<file path="src/hdl/longest_line_tracker_defines.svh">
// Assertion macros shared by the longest line tracker RTL.
`ifndef LONGEST_LINE_TRACKER_DEFINES_SVH
`define LONGEST_LINE_TRACKER_DEFINES_SVH

// A condition that must hold at every clock edge out of reset.
`define LLT_ASSERT(name, expr) \
  name: assert property (@(posedge clk_i) disable iff (!rst_ni) (expr)) \
    else $error("longest line tracker: assertion failed");

// A condition that implies another in the same cycle.
`define LLT_ASSERT_IMP(name, ante, cons) \
  name: assert property (@(posedge clk_i) disable iff (!rst_ni) (ante) |-> (cons)) \
    else $error("longest line tracker: assertion failed");

// A condition that implies another in the next cycle.
`define LLT_ASSERT_NEXT(name, ante, cons) \
  name: assert property (@(posedge clk_i) disable iff (!rst_ni) (ante) |=> (cons)) \
    else $error("longest line tracker: assertion failed");

`endif

</file>
<file path="src/hdl/llt_pkg.sv">
// Types, constants and request codes of the longest line tracker.
package llt_pkg;

  localparam int MAX_LINES   = 4096;
  localparam int COUNT_BITS  = 16;
  localparam int LINE_W      = $clog2(MAX_LINES);
  localparam int TOTAL_W     = $clog2(MAX_LINES + 1);
  localparam int WEIGHT_W    = 8;
  localparam int LEN_W       = COUNT_BITS + WEIGHT_W;
  localparam int PORT_LINE_W = 12;
  localparam int PORT_CNT_W  = 16;
  localparam int OUT_LEN_W   = 24;
  localparam int REQ_W       = 3;
  localparam int STAT_W      = 2;
  localparam int EXT_W       = ((TOTAL_W > PORT_LINE_W) ? TOTAL_W : PORT_LINE_W) + 1;
  localparam int ENTRY_W     = 2 * COUNT_BITS;

  typedef logic [LINE_W-1:0]     line_t;
  typedef logic [TOTAL_W-1:0]    total_t;
  typedef logic [COUNT_BITS-1:0] cnt_t;
  typedef logic [LEN_W-1:0]      len_t;
  typedef logic [EXT_W-1:0]      ext_t;

  localparam logic [REQ_W-1:0] REQ_RESET   = 3'd0;
  localparam logic [REQ_W-1:0] REQ_EDIT    = 3'd1;
  localparam logic [REQ_W-1:0] REQ_METRIC  = 3'd2;
  localparam logic [REQ_W-1:0] REQ_LONGEST = 3'd3;
  localparam logic [REQ_W-1:0] REQ_TABQ    = 3'd4;

  localparam logic [STAT_W-1:0] STAT_OK      = 2'd0;
  localparam logic [STAT_W-1:0] STAT_RANGE   = 2'd1;
  localparam logic [STAT_W-1:0] STAT_NO_EDIT = 2'd2;

  typedef enum logic [2:0] {
    ST_IDLE,
    ST_MET_FOLD,
    ST_SCAN,
    ST_SCAN_END,
    ST_TABQ,
    ST_SH_RD,
    ST_SH_WR,
    ST_FILL
  } llt_state_e;

  // Tag that travels with a length through the weighting stage.
  typedef struct packed {
    logic  vld;
    line_t idx;
  } wtag_t;

  // The remembered maximum.
  typedef struct packed {
    line_t idx;
    len_t  len;
    logic  dirty;
  } maxrec_t;

endpackage

</file>
<file path="src/hdl/llt_weigh.sv">
// Registered weighting stage: chars plus tabs times (weight minus one).
module llt_weigh (
  input  logic                            clk_i,
  input  logic                            rst_ni,
  input  llt_pkg::wtag_t                  tag_i,
  input  llt_pkg::cnt_t                   chars_i,
  input  llt_pkg::cnt_t                   tabs_i,
  input  logic [llt_pkg::WEIGHT_W-1:0]    weight_i,
  output llt_pkg::wtag_t                  tag_o,
  output llt_pkg::len_t                   len_o
);

  llt_pkg::len_t  len_d, len_q;
  llt_pkg::wtag_t tag_q;
  logic [llt_pkg::WEIGHT_W-1:0] extra;

  always_comb begin
    extra = weight_i - llt_pkg::WEIGHT_W'(1);
    len_d = llt_pkg::LEN_W'(chars_i)
          + llt_pkg::LEN_W'(tabs_i) * llt_pkg::LEN_W'(extra);
  end

  always_ff @(posedge clk_i or negedge rst_ni) begin
    if (!rst_ni) begin
      tag_q <= '0;
    end else begin
      tag_q <= tag_i;
    end
  end

  always_ff @(posedge clk_i) begin
    len_q <= len_d;
  end

  assign tag_o = tag_q;
  assign len_o = len_q;

endmodule

</file>
<file path="config.mk">
export PLATFORM = sky130hd
export DESIGN_NAME = llt_weigh
export DESIGN_NICKNAME = d
export VERILOG_FILES = /design/src/hdl/longest_line_tracker_defines.svh /design/src/hdl/llt_pkg.sv /design/src/hdl/llt_weigh.sv
export SDC_FILE = /design/constraint.sdc
export NUM_CORES = 1
export LEC_CHECK = 0
export ABC_CLOCK_PERIOD_IN_PS = 800
export BUFFER_PORTS_ARGS = -buffer_cell sky130_fd_sc_hd__buf_2
export CAP_MARGIN = 20
export CORE_ASPECT_RATIO = 0.8
export CORE_UTILIZATION = 55
export CTS_CLUSTER_DIAMETER = 30
export CTS_CLUSTER_SIZE = 10
export DETAILED_ROUTE_END_ITERATION = 8
export GPL_ROUTABILITY_DRIVEN = 1
export PLACE_DENSITY_LB_ADDON = 0.1
export SLEW_MARGIN = 25
export SYNTH_ARGS = -nofsm -noshare
export SYNTH_HDL_FRONTEND = slang
export SYNTH_SLANG_ARGS = --single-unit
</file>
<file path="constraint.sdc">
create_clock -name clk_i -period 0.8 [get_ports clk_i]
set_input_delay 0.04 -clock clk_i [delete_from_list [all_inputs] [get_ports clk_i]]
set_output_delay 0.04 -clock clk_i [all_outputs]
set_load 0.005 [all_outputs]
</file>
Yosys cells after proc, flatten, opt, wreduce, memory -nomap -nowiden. Index checks and enable logic that the tools add are counted.

Logic and storage cells: 6. Bits of input ports: 55. Bits in registers: 37. Output and inout port bits: 37.

Multiply operators: 1. Add/sub/neg operators: 2.

Operators by type and width (number): $add 16x24->24 (1); $mul 16x8->24 (1); $sub 8x1->8 const B (1).

Depth between registers and ports, before layout.
Depth after elaboration: 3. Mapped depth: 23. Depth with buffers taken out: 21.

Worst setup path after synthesis. No wires, ideal clock.

Kind: input -> register. From: input port weight_i[0] (netlist name). To: register len_q[22], in the netlist len_o[22]. Library setup time: 0.127 ns. Required time: 0.673 ns. Arrival: 4.823 ns. Stages: 21. Path buffers: 2. Slack: -4.151 ns. Cells stage by stage: inv_1 -> clkbuf_1 -> ha_1 -> inv_1 -> nor3_1 -> xnor2_1 -> clkbuf_1 -> and2b_1 -> fa_1 -> inv_1 -> fa_1 -> fa_1 -> fa_1 -> inv_1 -> ha_1 -> a21o_1 -> a31oi_1 -> nor2_1 -> a211oi_1 -> o31ai_2 -> xor2_1.

Cells in the longest elaborated chain, start to end: 3.

Ends and longest elaborated chain: start, declared (RTL line llt_weigh.sv:8) `input logic [llt_pkg::WEIGHT_W-1:0] weight_i,`; $sub 8x1->8 (RTL line llt_weigh.sv:18) `extra = weight_i - llt_pkg::WEIGHT_W'(1);`; $mul 16x8->24 (RTL line llt_weigh.sv:20) `+ llt_pkg::LEN_W'(tabs_i) * llt_pkg::LEN_W'(extra);`; $add 16x24->24 (RTL line llt_weigh.sv:20); net len_d[22] (RTL line llt_weigh.sv:13) `llt_pkg::len_t len_d, len_q;`; end signal, assigned (RTL line llt_weigh.sv:32) `len_q <= len_d;`; end, declared (RTL line llt_weigh.sv:13).

The timed path passes the listed nets, and every way through them passes these cells.

Worst setup path after layout. Ends and elaborated chain as after synthesis.

==> report_table.html <==
<table>
<tr><th>Metric</th><th>Value</th></tr>
<tr><th colspan="2">Run status</th></tr>
<tr><td>Run status</td><td>finished, violations left</td></tr>
<tr><td>Violated checks</td><td>negative hold slack, negative setup slack</td></tr>
<tr><th colspan="2">Synth</th></tr>
<tr><td>Register area share after synthesis</td><td>14.5%</td></tr>
<tr><td>Seq cells post-synth</td><td>37</td></tr>
<tr><td>Number of library cell types mapped by synthesis</td><td>42</td></tr>
<tr><td>Post-Syn Area</td><td>0.00556 mm^2</td></tr>
<tr><td>Count leader, synth</td><td>sky130_fd_sc_hd__inv_1</td></tr>
<tr><td>Async set-reset flop share out of synthesis</td><td>35.1%</td></tr>
<tr><td>Top cell type's share of synthesized area</td><td>36.0%</td></tr>
<tr><td>Net count of the mapped netlist</td><td>789</td></tr>
<tr><td>Post-synthesis average cell area</td><td>9.43 um^2</td></tr>
<tr><td>Cell type with the largest total area after synthesis</td><td>sky130_fd_sc_hd__fa_1</td></tr>
<tr><td>Top post-synthesis cells by area</td><td>sky130_fd_sc_hd__fa_1 (36%), sky130_fd_sc_hd__inv_1 (10%), sky130_fd_sc_hd__ha_1 (10%), sky130_fd_sc_hd__dfxtp_1 (8.6%), sky130_fd_sc_hd__dfrtp_1 (5.9%)</td></tr>
<tr><td>Syn Inst Count</td><td>589</td></tr>
<tr><td>Primary flip-flop cell chosen by synthesis mapping</td><td>sky130_fd_sc_hd__dfxtp_1</td></tr>
<tr><td>Number of enable flip-flop cells after synthesis</td><td>0</td></tr>
<tr><td>Leading cell types by count after synthesis</td><td>sky130_fd_sc_hd__inv_1 (153), sky130_fd_sc_hd__fa_1 (100), sky130_fd_sc_hd__nor2b_1 (50), sky130_fd_sc_hd__ha_1 (45), sky130_fd_sc_hd__nand2_1 (32)</td></tr>
<tr><td>Yosys synthesis warning count</td><td>0</td></tr>
<tr><th colspan="2">Timing</th></tr>
<tr><td>Count of endpoints failing hold in the final timing report</td><td>1</td></tr>
<tr><td>Final period demand of the worst path</td><td>4410 ps</td></tr>
<tr><td>Share of the clock period used by the worst path</td><td>551%</td></tr>
<tr><td>Achievable clock frequency</td><td>0.227 GHz</td></tr>
<tr><td>Setup violation total in the final timing report</td><td>33</td></tr>
<tr><td>Headroom to the max-slew limit</td><td>76.2%</td></tr>
<tr><td>Setup repair after global routing missed its margin</td><td>true</td></tr>
<tr><td>Transition time at the pin with the least slew margin</td><td>355 ps</td></tr>
<tr><td>Fin Setup TNS</td><td>-69310 ps</td></tr>
<tr><td>Max-slew violations</td><td>0</td></tr>
<tr><td>Minimum hold slack</td><td>-16.4 ps</td></tr>
<tr><td>Slack of the critical path</td><td>-3610 ps</td></tr>
<tr><th colspan="2">Detailed routing</th></tr>
<tr><td>Mean number of vias per cell</td><td>5.14</td></tr>
<tr><td>Routed len/inst</td><td>16.8 um</td></tr>
<tr><td>Length of the first detailed-routing pass in iterations</td><td>7</td></tr>
<tr><td>Total routed wirelength</td><td>16.0 mm</td></tr>
<tr><td>DR iter-0 viols</td><td>182</td></tr>
<tr><td>Detailed-route DRC error count</td><td>0</td></tr>
<tr><td>Final antenna-violating net count</td><td>0</td></tr>
<tr><td>Routed vias</td><td>4885</td></tr>
<tr><th colspan="2">Place</th></tr>
<tr><td>Last weighted congestion value of the routability-driven placer</td><td>0.842</td></tr>
<tr><td>HPWL after detailed placement</td><td>11.0 mm</td></tr>
<tr><td>Number of port buffers</td><td>91</td></tr>
<tr><td>Total cell area at the placement stage</td><td>0.00720 mm^2</td></tr>
<tr><th colspan="2">Critical path</th></tr>
<tr><td>Max stage delay cell, worst path</td><td>sky130_fd_sc_hd__fa_1</td></tr>
<tr><td>Worst Setup Path Type</td><td>in2reg</td></tr>
<tr><td>Combined buffer and inverter count along the critical path</td><td>7</td></tr>
<tr><td>Worst setup SP type</td><td>input port</td></tr>
<tr><td>Arrival time of the worst setup path</td><td>4570 ps</td></tr>
<tr><td>Data required time at the worst endpoint</td><td>960 ps</td></tr>
<tr><td>Critical path cell sequence</td><td>buf_8 &gt; buf_8 &gt; nor3_4 &gt; nand2_2 &gt; xor2_4 &gt; buf_6 &gt; and2b_1 &gt; fa_1 &gt; inv_2 &gt; fa_1 &gt; inv_2 &gt; fa_1 &gt; inv_2 &gt; fa_2 &gt; inv_2 &gt; ha_4 &gt; a21o_4 &gt; a31oi_4 &gt; nor2_2 &gt; a211oi_2 &gt; o31ai_4 &gt; xor2_1</td></tr>
<tr><td>Setup crit end kind</td><td>flop</td></tr>
<tr><td>Largest stage delay on the critical path</td><td>560 ps</td></tr>
<tr><td>CP top delay family</td><td>adder cells</td></tr>
<tr><td>Critical-path maximum fanout</td><td>7</td></tr>
<tr><td>Most common cell type on the critical path</td><td>sky130_fd_sc_hd__inv_2</td></tr>
<tr><th colspan="2">Finish</th></tr>
<tr><td>Summed area of non-filler cells in the final layout</td><td>0.00823 mm^2</td></tr>
<tr><td>Total area of sequential cells</td><td>806 um^2</td></tr>
<tr><td>Area growth from synthesis to final layout</td><td>48.1%</td></tr>
<tr><td>Fraction of final layout cells sized beyond drive strength 1</td><td>42.6%</td></tr>
<tr><td>Antenna diodes</td><td>0</td></tr>
<tr><td>Layout fillers</td><td>552</td></tr>
<tr><td>Number of nets at the end of the flow</td><td>1013</td></tr>
<tr><td>Multi-input logic area</td><td>0.00484 mm^2</td></tr>
<tr><th colspan="2">Global routing</th></tr>
<tr><td>First-pass GRT wire length</td><td>25.5 mm</td></tr>
<tr><td>GRT Residual Overflow</td><td>0</td></tr>
<tr><td>Via count of the first global-routing pass</td><td>5467</td></tr>
<tr><td>Largest net degree at the start of global routing</td><td>16</td></tr>
<tr><td>Number of antenna violations at the first check in global routing</td><td>0</td></tr>
<tr><td>Global-route total usage across every layer</td><td>31.6%</td></tr>
<tr><th colspan="2">Clock tree</th></tr>
<tr><td>Max clock buf depth</td><td>2</td></tr>
<tr><td>H-tree depth reported by CTS</td><td>2</td></tr>
<tr><td>Number of clock buffers inserted by TritonCTS</td><td>5</td></tr>
<tr><td>CTS tree</td><td>done</td></tr>
<tr><td># clock sinks</td><td>37</td></tr>
<tr><td>Cts-stage hold buffer count</td><td>14</td></tr>
<tr><td>Clock transition at path regs</td><td>60 ps</td></tr>
<tr><td>Clock Tree Root</td><td>sky130_fd_sc_hd__clkbuf_16</td></tr>
<tr><th colspan="2">Die</th></tr>
<tr><td># rows</td><td>32</td></tr>
<tr><td>Die span in y</td><td>91.9 um</td></tr>
<tr><td>Placeable Area</td><td>0.00973 mm^2</td></tr>
<tr><td>Initial Utilization</td><td>57.1%</td></tr>
<tr><td>Die W</td><td>114 um</td></tr>
<tr><td>DIE AREA</td><td>0.0105 mm^2</td></tr>
<tr><td>Count of boundary I/O pins</td><td>92</td></tr>
<tr><th colspan="2">Pwr</th></tr>
<tr><td>Maximum ir drop on the vdd rail</td><td>3.48 mV</td></tr>
<tr><td>Power Density</td><td>4940 mW/mm^2</td></tr>
<tr><td>LEAKAGE</td><td>4.16 nW</td></tr>
<tr><th colspan="2">Min path</th></tr>
<tr><td>Class of the worst hold path</td><td>in2reg</td></tr>
<tr><th colspan="2">Job</th></tr>
<tr><td>Number of max-cap violations</td><td>0</td></tr>
</table>
[sequential cells by signal, summed over array words and instances, names as in the netlist]
register / count
len_o: 24
tag_o: 13
[power breakdown]
group          internal, mW  switching [mW]
Combinational          17.3            17.8
Clock                  1.80           0.804
Sequential             2.76           0.169
[layer usage]
| metal | routed length [um] | global-route usage (%) | share of wire, % | vias to the layer above |
|---|---|---|---|---|
| li1 | - | - | - | 2190 |
| met1 | 6010 | 36.0 | 38 | 2470 |
| met2 | 8840 | 60.7 | 55 | 177 |
| met3 | 623 | 3.97 | 3.9 | 48 |
| met4 | 505 | 9.85 | 3.2 | 0 |
| met5 | 0 | 0 | 0 | - |
[logic make-up (layout without fill, tap and decap cells)]
kind of cell	Yosys count	in the layout	share of synthesized area, %
XOR/XNOR	26	26	4.10
flip-flops	37	37	14.5
AO/OA/AOI/OAI	50	50	6.08
AND/OR/NAND/NOR	168	168	17.8
buffers and inverters	163	388	11.3
adder cells (fa/ha/maj)	145	145	46.2
[through the flow]
step / instances / util (%) / power (mW) / worst slack [ps] / hold WS (ps)
floorplan: 589 / - / 20.6 / -3670 / -256
global placement: 906 / 74.0 / 29.6 / -3910 / -80.5
detailed placement: 906 / 74.0 / 30.4 / -4030 / -64.9
finish: 950 / 84.6 / 40.7 / -3610 / -16.4
global route: 950 / 84.6 / 43.5 / -3740 / -3.34
CTS: 947 / 82.2 / 36.6 / -3580 / -15.6
[final cells by class]
type	instances	share of cell area, %
clock buffers	5	1.52
clock inverters	3	0.836
inverters	153	7.06
multi-input cells	389	58.8
flip-flops and latches	37	9.79
well taps	136	2.07
repair buffers	227	19.9
[cells in the final DEF, fill, tap and decap left out, types with 6 or more instances in the layout]
master,count
sky130_fd_sc_hd__and2_1,15
sky130_fd_sc_hd__ha_4,21
sky130_fd_sc_hd__xnor2_1,10
sky130_fd_sc_hd__inv_1,127
sky130_fd_sc_hd__inv_2,24
sky130_fd_sc_hd__fa_1,91
sky130_fd_sc_hd__a21oi_1,6
sky130_fd_sc_hd__nand2_1,27
sky130_fd_sc_hd__nor2b_2,6
sky130_fd_sc_hd__ha_1,23
sky130_fd_sc_hd__nor2b_1,43
sky130_fd_sc_hd__xor2_1,8
sky130_fd_sc_hd__nand2b_1,23
sky130_fd_sc_hd__a21oi_2,10
sky130_fd_sc_hd__and2b_1,22
sky130_fd_sc_hd__buf_6,22
sky130_fd_sc_hd__buf_4,98
sky130_fd_sc_hd__fa_2,9
sky130_fd_sc_hd__dfrtp_1,13
sky130_fd_sc_hd__dlygate4sd3_1,14
sky130_fd_sc_hd__dfxtp_1,24
sky130_fd_sc_hd__buf_2,89
[path summary, 6_finish.rpt]
check,slack [ps],endpoint,cells past startpoint,startpoint
worst max-delay path,-3610,len_o[22],22,weight_i[0]
max in group asynchronous,350,tag_o[2],2,rst_ni
worst min-delay path,-20,len_o[0],2,chars_i[0]
min in group asynchronous,220,tag_o[0],2,rst_ni
[repair_timing]
action | 4_1_cts | 5_1_grt
setup buffers | 18 | 4
endpoints found under the setup margin | 29 | 36
endpoints found under the hold margin | 27 | 1
gates resized for setup | 67 | 51
pin swaps | 62 | 55
cloned | 1 | 0
(Power assumes the default switching activity.)
